===== src/rtl/kvt_pkg.sv =====
// Shared types and codes for the key/value table.
`default_nettype none

package kvt_pkg;

  // Request kinds
  localparam logic [1:0] ACT_INSERT = 2'd0;
  localparam logic [1:0] ACT_LOOKUP = 2'd1;
  localparam logic [1:0] ACT_REMOVE = 2'd2;

  localparam int unsigned KEY_W   = 32;
  localparam int unsigned VALUE_W = 32;
  localparam int unsigned COUNT_W = 5;

  // Request word
  typedef struct packed {
    logic [1:0]                action;
    logic signed [KEY_W-1:0]   key;
    logic [VALUE_W-1:0]        value_in;
  } req_t;

  // Response word
  typedef struct packed {
    logic                      hit;
    logic [VALUE_W-1:0]        value_out;
    logic [COUNT_W-1:0]        entry_count;
    logic                      table_full;
  } rsp_t;

  // Controller commands to the datapath
  typedef struct packed {
    logic capture;  // take a request word and latch the compare results
    logic commit;   // update the table and load the response register
  } cmd_t;

endpackage

`default_nettype wire


===== src/rtl/kvt_ctrl.sv =====
// Controller: request handshake, two-state sequencer and response valid.
`default_nettype none

module kvt_ctrl (
  input  wire logic          clk_i,
  input  wire logic          rst_ni,
  input  wire logic          in_valid_i,
  output logic               in_stall_o,
  output logic               out_valid_o,
  input  wire logic          out_stall_i,
  output kvt_pkg::cmd_t      cmd_o
);

  localparam logic ST_IDLE   = 1'b0;
  localparam logic ST_COMMIT = 1'b1;

  logic state_q, state_d;
  logic out_valid_q, out_valid_d;
  logic capture, commit, slot_free;

  // Take a new word only while idle
  assign in_stall_o = (state_q != ST_IDLE);
  assign capture    = in_valid_i && !in_stall_o;

  // Commit once the response register is free or being emptied
  assign slot_free = !out_valid_q || !out_stall_i;
  assign commit    = (state_q == ST_COMMIT) && slot_free;

  // Advance the sequencer
  always_comb begin
    state_d = state_q;
    unique case (state_q)
      ST_IDLE: begin
        if (capture) state_d = ST_COMMIT;
      end
      ST_COMMIT: begin
        if (commit) state_d = ST_IDLE;
      end
      default: state_d = ST_IDLE;
    endcase
  end

  // Hold the response until taken
  always_comb begin
    out_valid_d = out_valid_q;
    if (commit) begin
      out_valid_d = 1'b1;
    end else if (!out_stall_i) begin
      out_valid_d = 1'b0;
    end
  end

  always_ff @(posedge clk_i or negedge rst_ni) begin
    if (!rst_ni) begin
      state_q     <= ST_IDLE;
      out_valid_q <= 1'b0;
    end else begin
      state_q     <= state_d;
      out_valid_q <= out_valid_d;
    end
  end

  assign out_valid_o   = out_valid_q;
  assign cmd_o.capture = capture;
  assign cmd_o.commit  = commit;

endmodule

`default_nettype wire


===== src/rtl/kvt_datapath.sv =====
// Datapath: key compare array, valid marks, entry count, value memory, response register.
`default_nettype none

module kvt_datapath #(
  parameter int unsigned ENTRIES = 16
) (
  input  wire logic          clk_i,
  input  wire logic          rst_ni,
  input  wire kvt_pkg::req_t in_i,
  input  wire kvt_pkg::cmd_t cmd_i,
  output kvt_pkg::rsp_t      out_o
);

  localparam int unsigned IDX_W = (ENTRIES > 1) ? $clog2(ENTRIES) : 1;
  localparam int unsigned CNT_W = $clog2(ENTRIES + 1);

  // Entry storage
  logic [kvt_pkg::KEY_W-1:0]   keys_q   [ENTRIES];
  logic [kvt_pkg::VALUE_W-1:0] values_q [ENTRIES];
  logic [ENTRIES-1:0]          valid_q;
  logic [CNT_W-1:0]            count_q;

  // Captured request and search results
  kvt_pkg::req_t               req_q;
  logic                        match_any_q;
  logic [IDX_W-1:0]            match_idx_q;
  logic                        free_any_q;
  logic [IDX_W-1:0]            free_idx_q;

  // Response register
  logic                        hit_q;
  logic                        vsel_q;
  logic                        full_q;
  logic [kvt_pkg::VALUE_W-1:0] rd_q;

  logic [ENTRIES-1:0]          match_vec;
  logic [ENTRIES-1:0]          free_oh;
  logic [IDX_W-1:0]            match_idx;
  logic [IDX_W-1:0]            free_idx;
  logic [IDX_W-1:0]            wr_idx;
  logic                        is_insert, is_lookup, is_remove;
  logic                        do_fill, do_update, do_free;
  logic [CNT_W+kvt_pkg::COUNT_W-1:0] count_ext;

  // Compare the key against every valid entry
  always_comb begin
    for (int i = 0; i < ENTRIES; i++) begin
      match_vec[i] = valid_q[i] && (keys_q[i] == $unsigned(in_i.key));
    end
  end

  // Isolate the lowest free entry
  assign free_oh = ~valid_q & (valid_q + ENTRIES'(1));

  // Encode both vectors; each has at most one bit set
  always_comb begin
    match_idx = '0;
    free_idx  = '0;
    for (int i = 0; i < ENTRIES; i++) begin
      if (match_vec[i]) match_idx = match_idx | IDX_W'(i);
      if (free_oh[i])   free_idx  = free_idx  | IDX_W'(i);
    end
  end

  // Latch request and search results on capture
  always_ff @(posedge clk_i) begin
    if (cmd_i.capture) begin
      req_q       <= in_i;
      match_any_q <= |match_vec;
      match_idx_q <= match_idx;
      free_any_q  <= ~&valid_q;
      free_idx_q  <= free_idx;
    end
  end

  // Decode the pending operation
  assign is_insert = (req_q.action == kvt_pkg::ACT_INSERT);
  assign is_lookup = (req_q.action == kvt_pkg::ACT_LOOKUP);
  assign is_remove = (req_q.action == kvt_pkg::ACT_REMOVE);
  assign do_update = cmd_i.commit && is_insert && match_any_q;
  assign do_fill   = cmd_i.commit && is_insert && !match_any_q && free_any_q;
  assign do_free   = cmd_i.commit && is_remove && match_any_q;
  assign wr_idx    = match_any_q ? match_idx_q : free_idx_q;

  // Write a new key into the free entry
  always_ff @(posedge clk_i) begin
    if (do_fill) begin
      keys_q[free_idx_q] <= $unsigned(req_q.key);
    end
  end

  // Value memory: one write port, one registered read port
  always_ff @(posedge clk_i) begin
    if (do_update || do_fill) begin
      values_q[wr_idx] <= req_q.value_in;
    end
  end

  always_ff @(posedge clk_i) begin
    if (cmd_i.commit && is_lookup) begin
      rd_q <= values_q[match_idx_q];
    end
  end

  // Valid marks and entry count
  always_ff @(posedge clk_i or negedge rst_ni) begin
    if (!rst_ni) begin
      valid_q <= '0;
      count_q <= '0;
    end else begin
      if (do_fill) begin
        valid_q[free_idx_q] <= 1'b1;
        count_q             <= count_q + CNT_W'(1);
      end else if (do_free) begin
        valid_q[match_idx_q] <= 1'b0;
        count_q              <= count_q - CNT_W'(1);
      end
    end
  end

  // Load the response flags on commit
  always_ff @(posedge clk_i) begin
    if (cmd_i.commit) begin
      hit_q  <= match_any_q && (is_insert || is_lookup || is_remove);
      vsel_q <= match_any_q && is_lookup;
      full_q <= is_insert && !match_any_q && !free_any_q;
    end
  end

  assign count_ext = (CNT_W + kvt_pkg::COUNT_W)'(count_q);

  assign out_o.hit         = hit_q;
  assign out_o.value_out   = vsel_q ? rd_q : '0;
  assign out_o.entry_count = count_ext[kvt_pkg::COUNT_W-1:0];
  assign out_o.table_full  = full_q;

endmodule

`default_nettype wire


===== src/rtl/key_value_table_core.sv =====
// Top level of the content addressable key/value table.
//
//   channel | direction | word            | handshake
//   --------+-----------+-----------------+----------------------
//   in      | input     | kvt_pkg::req_t  | in_valid_i / in_stall_o
//   out     | output    | kvt_pkg::rsp_t  | out_valid_o / out_stall_i
//
// Each request is handled in order: the accept edge latches the parallel key
// compare over all entries, the commit edge updates the table and loads the
// response register. A new request is taken in the cycle after that.
// Reset clears all valid marks and the entry count at once; no sweep.
// While the response register is full and stalled, the commit step waits.
`default_nettype none

module key_value_table_core #(
  parameter int unsigned ENTRIES = 16
) (
  input  wire logic          clk_i,
  input  wire logic          rst_ni,
  input  wire logic          in_valid_i,
  output logic               in_stall_o,
  input  wire kvt_pkg::req_t in_i,
  output logic               out_valid_o,
  input  wire logic          out_stall_i,
  output kvt_pkg::rsp_t      out_o
);

  kvt_pkg::cmd_t cmd;

  // Sequencer and handshake
  kvt_ctrl u_ctrl (
    .clk_i       (clk_i),
    .rst_ni      (rst_ni),
    .in_valid_i  (in_valid_i),
    .in_stall_o  (in_stall_o),
    .out_valid_o (out_valid_o),
    .out_stall_i (out_stall_i),
    .cmd_o       (cmd)
  );

  // Table storage and response
  kvt_datapath #(
    .ENTRIES (ENTRIES)
  ) u_datapath (
    .clk_i  (clk_i),
    .rst_ni (rst_ni),
    .in_i   (in_i),
    .cmd_i  (cmd),
    .out_o  (out_o)
  );

endmodule

`default_nettype wire


===== config.mk =====
export PLATFORM = sky130hd
export DESIGN_NAME = key_value_table_core
export DESIGN_NICKNAME = d
export VERILOG_FILES = /design/src/rtl/kvt_pkg.sv /design/src/rtl/kvt_ctrl.sv /design/src/rtl/kvt_datapath.sv /design/src/rtl/key_value_table_core.sv
export SDC_FILE = /design/constraint.sdc
export NUM_CORES = 1
export LEC_CHECK = 0
export ABC_AREA = 1
export BUFFER_PORTS_ARGS = -buffer_cell sky130_fd_sc_hd__buf_2
export CORE_MARGIN = 1
export CORE_UTILIZATION = 40
export DETAILED_ROUTE_END_ITERATION = 12
export PLACE_DENSITY_LB_ADDON = 0.15
export SLEW_MARGIN = 10
export SYNTH_ARGS = -nofsm -noshare
export SYNTH_HDL_FRONTEND = slang
export SYNTH_HIERARCHICAL = 1
export SYNTH_SLANG_ARGS = --single-unit

===== constraint.sdc =====
create_clock -name clk_i -period 7.1 [get_ports clk_i]
set_input_delay 0.71 -clock clk_i [delete_from_list [all_inputs] [get_ports clk_i]]
set_output_delay 0.71 -clock clk_i [all_outputs]
set_load 0.005 [all_outputs]

# Yosys cells after proc, flatten, opt, wreduce, memory -nomap -nowiden
# Memory sizes are Yosys's and may differ from the RTL's. A register that Yosys moved wholly into a read port is not among the register bits.
# Cells that the tools add are included.
# Widths: inputs -> output; s select.
# op_classes
n_addsub	3
mul	0
div_mod_pow	0
order_cmp	4
eq_ne	19
shifts	0
muxes	41
bitwise	6
reduce_logical	51
# ops
op	count
$eq 32x32->1	16
$and 16x16->16	2
$mux 16	2
$mux 32	1
$not 16->16	2
$logic_and 1x1->1	31
$mux 3	8
$add 16x1->16 const B	1
$mux 1	16
$mux 2	8
$or 16x16->16	1
$reduce_and 16->1	1
$reduce_or 16->1	1
$reduce_or 8->1	2
$lt 4x5->1 const B	2
$mux 5	2
$demux 1 s4	2
$ge 4x1->1 const B	2
$reduce_or 4->1	2
$logic_not 1->1	6
$add 5x1->5 const B	1
$sub 5x1->5 const B	1
$logic_or 1x1->1	4
$mux 4	1
8 further kinds	9
# totals
ff_bits	102
latchBits	0
mem_bits_rw	1024
romBits	0
inputBits	70
out_inout_bits	41
wordCells	146
mem_count	2
# memory_table
name	depth	width	read_ports	rd_ports_with_merged_regs	write_ports	line	rtl
u_datapath.keys_q	16	32	16	0	1	kvt_datapath.sv:18	logic [kvt_pkg::KEY_W-1:0] keys_q [ENTRIES];
u_datapath.values_q	16	32	1	1	1	kvt_datapath.sv:19	logic [kvt_pkg::VALUE_W-1:0] values_q [ENTRIES];

# Logic depth before layout (Yosys ltp)
# Gate-level depths: netlist of the first run.
# An unclocked memory read counts as a cell.
# depth
word_depth	14
ltp_mapped	14
mapped_depth_nobuf	12

# Hierarchy
# The synthesis of the first run kept the hierarchy.
# modules_own_cells
mod	instances	cells_each	area_per_inst_um2	seq_area_each_um2
kvt_datapath	1	3709	47007.6	34608.2
kvt_ctrl	1	12	97.6	50.0

# Least setup slack after synthesis of the first run
# OpenSTA, ideal clock, no wires.
# synth_timing
kind	in2reg
startpoint	input port out_stall_i
endpoint	memory u_datapath/keys_q[12][0] (netlist bit), enable pin
t_arrival_ns	4.641
required_ns	6.595
path_slack_ns	1.954
cell_stages	8
path_buffers	1
path_cell_list	a21oi_1 > buf_4 > inv_1 > nor3_1 > inv_1 > nor2_1 > nand2_1 > nor4_1
# synth_lines
element	line	rtl
from (decl)	key_value_table_core.sv:24	input wire logic out_stall_i,
to (decl)	kvt_datapath.sv:18	

==> qor.txt, run 1 <==
Reg2Reg Depth - 9
Synth Area in Simple Gates - 0.1118
GRT Residual Overflow - 0
Adder-cell share of the synthesized area - 0.001222
Sw Share - 0.2378
Worst min path class - primary input to register
Initial core utilization - 0.4043
Worst skew pair latency - 0.73 ns
Via Count - 29,910
Worst Skew - 0.04454 ns
TritonCTS buffer count - 120
Period utilization - 0.5031
RePlAce Congestion - 0.8966
PwrDens - 280.1 nW/um^2
Synth Register Bits - 1,158
Number of global-route vias before repair - 28,620
Final hold vios - 0
Post-synth cell types - 39
Top-area cell type share of the netlist area - 0.7235
TritonCTS Sinks - 1,158
Drt wl/cell - 27.34 um
Seq/Total Area, Yosys - 0.7358
Reg2reg start - u_ctrl/out_valid_o
Commonest cells post-synth - 1,135 x edfxtp_1, 832 x nand2_1, 324 x nor2_1
P_int - 11.42 mW
Synth Instances - 3,721
Syn nets - 3,795
Port bufs - 110
WP data arrival - 3.91 ns
Post-synthesis mux area share - 0.0004781
Largest family of logic cells by synthesized area - simple AND/OR/NAND/NOR gates
Req. time, crit path - 7.43 ns
Setup bufs post-CTS - 0
RR Endpoint - u_datapath/keys_q[4][8]
EDFF count, synth - 1,135
DRC - 0
Antenna viol nets, final - 0
Share of layout cells above drive strength 1 - 0.1018
Util after Layout - 0.4590
Clock slew seen by the registers of the worst setup and hold paths - 0.06 ns
Crit path kind - register to register
First-pass DRT Iterations - 6
Ports - 111
Most used DFF post-synth - edfxtp_1
Post-DP Area - 49,650 sq um
Leakage power - 19.20 nW
Register-to-register setup slack - 3.53 ns
Total routed wirelength - 150,500 um
Gr busiest metal - met2
Worst Setup EP - u_datapath/keys_q[4][8]
Slew Viols, Final - 0
Final Setup Violations - 0
Slew @ Worst Pin - 1.419 ns
DP HPWL - 86,350 um
Post-Synth XOR/XNOR Area - 0.03049
Met3 usage - 0.03291
Maximum buffer depth of the clock tree - 3
Most common cell in the netlist - edfxtp_1
Setup Total Neg Slack - 0 ns
# rows - 125
Post-synth ARST share - 0.01986
CTS tree - built
Cts hold-fix bufs - 1
Comb pwr share - 0.066
Worst setup EP type - register
Core area - 116,500 sq um
Power share of the clock group - 0.410
Maxcap violations - 0
Met2 Usage GRT - 0.4148
Met1 GRT Util - 0.3371
Initial antenna violation count - 5
Critical path launch point type - register
Die W - 345.2 um
Iteration-0 DRC Markers - 3,392
Crit path max fanout - 33
Synthesized area - 47,110 sq um
Synth area leaders - edfxtp_1 72%, nand2_1 6.6%, a22oi_1 4.1%, nor2_1 2.6%, inv_1 2.3%
CTS root buf - clkbuf_16
Max frequency - 0.2799 GHz
P&R area growth vs syn - 13.54%
Syn_area_per_cell - 12.66 sq um
CTS H-tree depth - 3
Die Y - 345.2 um
Post-cts resize count - 0
Global-route wire length before repair - 212,600 um
RSZ-0062 raised after global routing - no
Crit. Startpoint - u_ctrl/out_valid_o
DIE AREA - 119,100 sq um
Reg power frac - 0.524
Fin area - 53,480 sq um
Shortest period the worst path allows - 3.572 ns
Run status - complete, no violations
Worst hold slack - 0.1666 ns
GRT Overall Usage - 0.2499
Yosys top cell by area - edfxtp_1
Drt via density - 5.433
Post-synthesis compound-gate area fraction - 0.08147
Number of nets in the layout - 3,948
Rel. slew slack - 0.05426
Largest net degree at the start of global routing - 129
Peak supply drop - 0.2490 mV
Switch Pwr - 3.563 mW
Yosys warning total - 6
[registers in the layout, indices dropped and copies added, names as in the netlist]
| signal | flops |
|---|---|
| u_datapath/free_any_q | 1 |
| u_datapath/match_idx_q | 4 |
| u_datapath/values_q | 512 |
| u_datapath/match_any_q | 1 |
| u_datapath/free_idx_q | 4 |
| u_datapath/rd_q | 32 |
| u_datapath/hit_q | 1 |
| u_ctrl/out_valid_o | 1 |
| u_datapath/count_q | 5 |
| u_datapath/keys_q | 512 |
| u_datapath/req_q | 66 |
| u_ctrl/in_stall_o | 1 |
| u_datapath/valid_q | 16 |
| u_datapath/vsel_q | 1 |
| u_datapath/full_q | 1 |
[worst min path at each step]
stage               cells after the start            startpoint  slack, ns                        end
CTS                                     1              in_i[30]       0.12       u_datapath/req_q[30]
floorplan                               0                rst_ni       0.41          u_ctrl/in_stall_o
global placement                        0  u_datapath/req_q[59]       0.44  u_datapath/keys_q[11][27]
detailed placement                      0  u_datapath/req_q[59]       0.45  u_datapath/keys_q[11][27]
finish                                  1              in_i[30]       0.17       u_datapath/req_q[30]
global route                            1              in_i[30]       0.13       u_datapath/req_q[30]
[layout make-up]
type	instances	area, sq um
diodes	2	5.005
clock buffers	150	3209
clock inverters	76	608.1
fillers	10580	63040
inverters	302	1139
multi-input cells	2113	10860
flip-flops and latches	1158	34660
well taps	1524	1907
repair buffers	179	1096
[power groups by stage]
stage	combinational, mW	clock, mW	sequential (mW)
floorplan	0.508	0	7.91
global placement	0.984	0	7.99
detailed placement	0.987	0	7.99
CTS	0.989	6.25	7.85
global route	1.05	6.51	7.86
finish	0.988	6.15	7.85
[layout by cell type, fill, tap and decap left out, types with 4 or more instances in the layout]
master and instances:
o211ai_1 14, xnor2_1 121, nand3_1 47, clkinv_2 25
xor2_1 43, or2_0 17, or2_2 13, clkbuf_16 123
a22oi_1 259, edfxtp_1 1135, nand3b_1 4, or2_1 10
nor2_1 295, clkbuf_1 24, clkinv_1 41, nand2_1 831
buf_4 66, buf_2 110, o21ai_0 184, inv_2 8
bufinv_16 8, inv_1 285, nand4_1 7, or3_1 32
dfrtp_1 23, nor2_4 31, nor3_1 21, and3_1 5
a21oi_1 162
[metal layers]
| layer | vias up | share of wire |
|---|---|---|
| li1 | 13380 | - |
| met1 | 15040 | 0.42 |
| met2 | 1233 | 0.48 |
| met3 | 245 | 0.067 |
| met4 | 2 | 0.034 |
| met5 | - | 0.000086 |
[metrics by stage]
step	power [mW]	instances	setup slack, ns
finish	14.98	5504	3.528
global route	15.42	5502	3.187
CTS	15.08	5502	3.416
detailed placement	8.976	5275	3.042
global placement	8.969	5275	3.084
floorplan	8.421	3721	1.954
[kinds of logic (layout without fill, tap and decap cells)]
logic type,count (synthesis),in the layout
AOI/OAI and AO/OA,626,626
adders and majority gates,4,4
DFF,1158,1158
xor gates and xnor gates,164,164
other,0,2
muxes,2,2
and+or+nand+nor,1317,1317
buffers and inverters,450,707
[critical path, cell delays in order, from the launching register on]
cell	delay (ns)
dfrtp_1	0.40
a21oi_1	0.38
inv_1	0.12
nor3_1	0.29
inv_1	0.10
nor2_1	0.14
nand2_1	0.27
inv_1	0.15
nand3_1	0.32
nor2_4	0.97
Note: power is estimated with default switching activity, not from simulation.
==> run 2: changes to the inputs <==
- ABC_AREA: 1 -> 0
- clock period: 7.1 -> 2.97 ns (I/O delays scaled with it)
==> run 2 against run 1 <==
Net effect:
- worst hold slack worse by 0.11 ns
- maximum frequency is 34% higher
- worst setup slack worse by 3.2 ns
- synthesized cell count is 37% lower
- wire length is 17% lower
- sequential power is 140% higher
- critical path type unchanged
- critical endpoint is now u_datapath/keys_q[12][17]
==> qor.txt, run 2 <==
Run status - complete, no violations
Ports - 111
Switch Pwr - 7.989 mW
Drt via density - 5.369
Post-Synth XOR/XNOR Area - 0.09874
Period utilization - 0.8957
WP data arrival - 3.06 ns
CTS tree - built
Final hold vios - 0
Port bufs - 110
RePlAce Congestion - 0.8576
Syn_area_per_cell - 19.55 sq um
Synth Area in Simple Gates - 0.04244
Worst Skew - 0.02337 ns
Sw Share - 0.2247
Reg power frac - 0.529
CTS root buf - clkbuf_16
DP HPWL - 73,440 um
RR Endpoint - u_datapath/keys_q[12][17]
RSZ-0062 raised after global routing - no
Power share of the clock group - 0.410
Most common cell in the netlist - edfxtp_1
Critical path launch point type - register
Max frequency - 0.3759 GHz
Post-synth ARST share - 0.01986
Drt wl/cell - 29.06 um
Peak supply drop - 0.4823 mV
CTS H-tree depth - 3
Seq/Total Area, Yosys - 0.7560
Register-to-register setup slack - 0.31 ns
Leakage power - 17.67 nW
P_int - 27.57 mW
Commonest cells post-synth - 1,135 x edfxtp_1, 420 x xor2_1, 160 x mux4_2
Most used DFF post-synth - edfxtp_1
Post-cts resize count - 0
Initial antenna violation count - 5
DIE AREA - 116,000 sq um
Pwr Total - 35.55 mW
Syn nets - 2,419
Worst setup EP type - register
Yosys warning total - 6
Synth Instances - 2,345
PwrDens - 657.8 nW/um^2
TritonCTS Sinks - 1,158
Hold path cells - 2
Post-DP Area - 49,780 sq um
Slew Viols, Final - 0
# rows - 123
Setup bufs post-CTS - 0
Worst skew pair latency - 0.72 ns
Reg2reg start - u_ctrl/out_valid_o
Share of layout cells above drive strength 1 - 0.2343
Core area - 113,100 sq um
Maxcap violations - 0
Cts hold-fix bufs - 45
Post-synth cell types - 56
Post-synthesis compound-gate area fraction - 0.006032
P&R area growth vs syn - 17.90%
Fillers - 9,417
Number of global-route vias before repair - 23,820
Synth Register Bits - 1,158
Synth area leaders - edfxtp_1 74%, xor2_1 8.0%, mux4_2 7.9%, xnor2_1 1.8%, nor4_1 1.3%
Adder-cell share of the synthesized area - 0.001255
First-pass DRT Iterations - 5
Largest regs - u_datapath/keys_q x512, u_datapath/values_q x512, u_datapath/req_q x66
Fin area - 54,050 sq um
Commonest non-fill, non-tap cell in the layout - edfxtp_1
Rel. slew slack - 0.1094
EDFF count, synth - 1,135
Worst min path class - primary input to register
Slew @ Worst Pin - 1.336 ns
Req. time, crit path - 3.37 ns
Clock slew seen by the registers of the worst setup and hold paths - 0.06 ns
Reg2Reg Depth - 7
Antenna viol nets, final - 0
Largest family of logic cells by synthesized area - XOR/XNOR gates
Synthesized area - 45,840 sq um
GRT Residual Overflow - 0
DRC - 0
HP Start - in_i[53]
Initial core utilization - 0.4053
Iteration-0 DRC Markers - 2,065
Maximum buffer depth of the clock tree - 3
Yosys top cell by area - edfxtp_1
Most frequent cells in the layout - 1,135 x edfxtp_1, 420 x xor2_1, 160 x mux4_2
Top-area cell type share of the netlist area - 0.7434
Largest net degree at the start of global routing - 78
Crit path kind - register to register
Number of nets in the layout - 2,756
Post-synthesis mux area share - 0.07907
Total routed wirelength - 124,600 um
TritonCTS buffer count - 121
Die Y - 340.5 um
Crit path max fanout - 33
Global-route wire length before repair - 176,300 um
Shortest period the worst path allows - 2.660 ns
GRT Overall Usage - 0.2154
Final Setup Violations - 0
Die W - 340.5 um
Hold Crit Endpoint - u_datapath/req_q[53]
Comb pwr share - 0.061
Via Count - 23,020
==> run 2: logic make-up (layout without fill, tap and decap cells) <==
logic type | after synthesis | count (layout)
muxes | 162 | 162
xor gates and xnor gates | 516 | 516
buffers and inverters | 119 | 561
other | 0 | 1
and+or+nand+nor | 342 | 342
DFF | 1158 | 1158
adders and majority gates | 4 | 4
AOI/OAI and AO/OA | 44 | 44
==> run 2: worst max-delay path by stage <==
stage | endpoint | cells past startpoint | startpoint | slack, ns
floorplan | u_datapath/keys_q[14][0] | 6 | u_ctrl/in_stall_o | -0.41
global placement | u_datapath/match_any_q | 9 | in_i[36] | 0.1
detailed placement | u_datapath/match_any_q | 9 | in_i[36] | 0.07
CTS | u_datapath/keys_q[12][10] | 7 | u_ctrl/out_valid_o | 0.25
global route | u_datapath/keys_q[12][9] | 7 | u_ctrl/out_valid_o | 0.18
finish | u_datapath/keys_q[12][17] | 7 | u_ctrl/out_valid_o | 0.31
==> run 2: critical path, cell delays in order, from the launching register on <==
cell,delay [ns]
dfrtp_1,0.41
a21boi_2,0.21
or3b_4,0.42
nor3b_4,0.22
buf_4,0.17
nand3_1,0.34
nor3_4,0.29
buf_12,0.25
==> run 2: area by class of cell <==
type	instances	area, sq um	area share
Clock buffer	147	3168	0.05861
Antenna cell	1	2.502	0.00004630
Clock inverter	81	649.4	0.01201
Multi-Input combinational cell	1068	10680	0.1976
Tap cell	1500	1877	0.03472
Inverter	7	26.28	0.0004861
Timing Repair Buffer	326	2985	0.05523
Sequential cell	1158	34660	0.6412
==> run 2: per-stage QoR <==
stage | hold WS, ns | instances | TNS [ns] | worst slack, ns | utilization
floorplan | 0.001409 | 2345 | -164.33 | -0.4149 | -
global placement | 0.3301 | 4014 | 0 | 0.09615 | 0.4401
detailed placement | 0.3276 | 4014 | 0 | 0.07391 | 0.4401
CTS | 0.01678 | 4287 | 0 | 0.2465 | 0.4778
global route | 0.03016 | 4287 | 0 | 0.1755 | 0.4778
finish | 0.06031 | 4288 | 0 | 0.3097 | 0.4778
==> run 2: power groups by stage <==
| stage | clock (mW) | sequential, mW | combinational [mW] |
|---|---|---|---|
| 5_1_grt | 15.4 | 18.8 | 2.30 |
| 3_5_place_dp | 0 | 19.2 | 2.15 |
| 3_3_place_gp | 0 | 19.1 | 2.14 |
| 2_1_floorplan | 0 | 18.9 | 1.23 |
| 6_report | 14.6 | 18.8 | 2.16 |
| 4_1_cts | 14.9 | 18.8 | 2.20 |
==> run 2: layer usage <==
metal  share of wire  up-vias  track usage  wire, um
li1                -     9842            -         -
met1            0.42    12310       0.2872     52390
met2            0.51      678       0.3717     63320
met3           0.048      190      0.03103      5992
met4           0.023        4      0.05241      2880
met5         0.00018        -            0        23
==> run 3: changes to the inputs <==
- CORE_UTILIZATION: 40 -> 56
==> run 3 against run 2 <==
Net effect:
- the run now ends with DRC left
- design area is 1.8% lower
- global-route usage is 7.2 points higher
- worst hold slack worse by 0.029 ns
- largest cell class unchanged
- worst setup slack worse by 0.074 ns
==> qor.txt, run 3 (same netlist as run 2, synthesis figures left out) <==
RR Endpoint - u_datapath/keys_q[12][4]
Rel. slew slack - 0.1845
WP data arrival - 3.09 ns
Leakage power - 17.43 nW
Largest net degree at the start of global routing - 78
Shortest period the worst path allows - 2.734 ns
Critical path's slowest cell - dfrtp_1
Critical path launch point type - register
Clock slew seen by the registers of the worst setup and hold paths - 0.06 ns
Initial core utilization - 0.5673
Share of layout cells above drive strength 1 - 0.2270
Failing checks - DRC
Worst path cell trace - a21boi_2 -> or3b_4 -> nor3b_4 -> buf_4 -> nand3_1 -> nor3_4 -> buf_12
RePlAce Congestion - 0.9268
CTS tree - built
Period utilization - 0.9205
Total routed wirelength - 116,500 um
Final worst setup slack - 0.2360 ns
Peak supply drop - 0.5266 mV
Final Setup Violations - 0
RSZ-0062 raised after global routing - no
CTS H-tree depth - 3
# rows - 104
Levels on crit path - 7
GRT Overall Usage - 0.2877
Number of nets in the layout - 2,722
Largest regs - u_datapath/keys_q x512, u_datapath/values_q x512, u_datapath/req_q x66
Run status - finished with violations
P&R area growth vs syn - 15.79%
Iteration-0 DRC Markers - 2,461
Drt via density - 6.130
DP HPWL - 68,170 um
Switch Pwr - 7.786 mW
Reg power frac - 0.540
CTS root buf - clkbuf_16
Slowest cell delay on critical path - 0.45 ns
GRT Residual Overflow - 0
Crit. Startpoint - u_ctrl/in_stall_o
Maxcap violations - 0
Post-cts resize count - 0
Register-to-register setup slack - 0.24 ns
Drt wl/cell - 30.61 um
Via Count - 23,330
Power share of the clock group - 0.402
Ports - 111
Crit path kind - register to register
DIE AREA - 83,010 sq um
Slew Viols, Final - 0
Antenna viol nets, final - 0
Die W - 288.1 um
Worst skew pair latency - 0.70 ns
CP delay by family, top - simple AND/OR/NAND/NOR gates
Worst min path class - primary input to register
TritonCTS buffer count - 114
Sw Share - 0.2227
P_int - 27.18 mW
Die Y - 288.1 um
Comb pwr share - 0.058
Fillers - 5,394
Number of global-route vias before repair - 23,720
Worst Setup EP - u_datapath/keys_q[12][4]
First-pass DRT Iterations - 9
DRC - 10
Port bufs - 110
TritonCTS Sinks - 1,158
Setup WS pre-CTS - 0.2344 ns
Final hold vios - 0
Worst Skew - 0.02951 ns
Max frequency - 0.3658 GHz
Crit path max fanout - 33
Worst setup EP type - register
Slew @ Worst Pin - 1.223 ns
Req. time, crit path - 3.33 ns
Most frequent cells in the layout - 1,135 x edfxtp_1, 420 x xor2_1, 160 x mux4_2
Initial antenna violation count - 5
Maximum buffer depth of the clock tree - 3
Setup Total Neg Slack - 0 ns
Buf/Inv on CP - 2
PwrDens - 658.7 nW/um^2
Reg2Reg Depth - 7
Commonest non-fill, non-tap cell in the layout - edfxtp_1
Reg2reg start - u_ctrl/in_stall_o
Global-route wire length before repair - 167,000 um
Core area - 80,810 sq um
[run 3: cell types whose count changed in the layout (fill, tap and decap cells not counted), moves of 3 or more]
| cell | delta |
|---|---|
| clkinvlp_4 | +4 |
| dlygate4sd3_1 | -5 |
| clkinv_1 | -19 |
| buf_4 | -19 |
| clkinv_2 | -9 |
| clkbuf_8 | +6 |
| clkbuf_1 | +12 |
| clkbuf_16 | -7 |
| buf_12 | -3 |
[run 3: worst min path at each step]
stage	from	end	slack [ns]	cells after the start
floorplan	rst_ni	u_ctrl/in_stall_o	0.001	0
global placement	rst_ni	u_ctrl/out_valid_o	0.31	1
detailed placement	rst_ni	u_ctrl/in_stall_o	0.32	1
CTS	in_i[37]	u_datapath/req_q[37]	0.005	1
global route	in_i[37]	u_datapath/req_q[37]	0.01	1
finish	in_i[37]	u_datapath/req_q[37]	0.03	1
[run 3: cell type report]
| cell class | count | area [sq um] | share of cell area |
|---|---|---|---|
| antenna | 1 | 2.502 | 0.00004714 |
| clock buffer | 158 | 3120 | 0.05878 |
| clock inverter | 55 | 534.3 | 0.01006 |
| inverter | 7 | 26.28 | 0.0004950 |
| multi-input combinational | 1068 | 10680 | 0.2012 |
| sequential | 1158 | 34660 | 0.6529 |
| tap | 1060 | 1326 | 0.02498 |
| timing repair buffer | 299 | 2733 | 0.05148 |
[run 3: repair_timing]
item	4_1_cts	5_1_grt
hold endpoints to repair	63	0
hold buffers	40	0
buffers inserted	0	0
[run 3: per-stage QoR]
step | cell area [sq um] | instances | hold WS [ns] | util | power, mW
after floorplan | 45910 | 2345 | 0.001409 | - | 20.13
after global placement | 49030 | 3552 | 0.3109 | 0.6067 | 21.14
after detailed placement | 49030 | 3552 | 0.3235 | 0.6067 | 21.20
after CTS | 53080 | 3805 | 0.005488 | 0.6569 | 35.13
after global routing | 53080 | 3806 | 0.01280 | 0.6569 | 35.89
final | 53080 | 3806 | 0.03106 | 0.6569 | 34.97
[run 3: layer usage]
| metal | share of wire | GRT usage |
|---|---|---|
| met3 | 0.076 | 0.04382 |
| met1 | 0.39 | 0.3848 |
| met5 | 0.00035 | 0 |
| met2 | 0.50 | 0.4797 |
| met4 | 0.041 | 0.1116 |
[run 3: power by group through the flow]
stage / Combinational (mW) / Clock [mW] / Sequential [mW]
floorplan: 1.23 / 0 / 18.9
global placement: 1.96 / 0 / 19.2
detailed placement: 1.98 / 0 / 19.2
CTS: 2.03 / 14.2 / 18.9
global route: 2.15 / 14.8 / 18.9
finish: 2.02 / 14.0 / 18.9
[run 3: worst register-to-register path, stage by stage, from the launching register on]
cell and delay, ns:
dfrtp_1 0.45, a21boi_2 0.22, or3b_4 0.44, nor3b_4 0.22, buf_4 0.18, nand3_1 0.32, nor3_4 0.28, buf_12 0.27
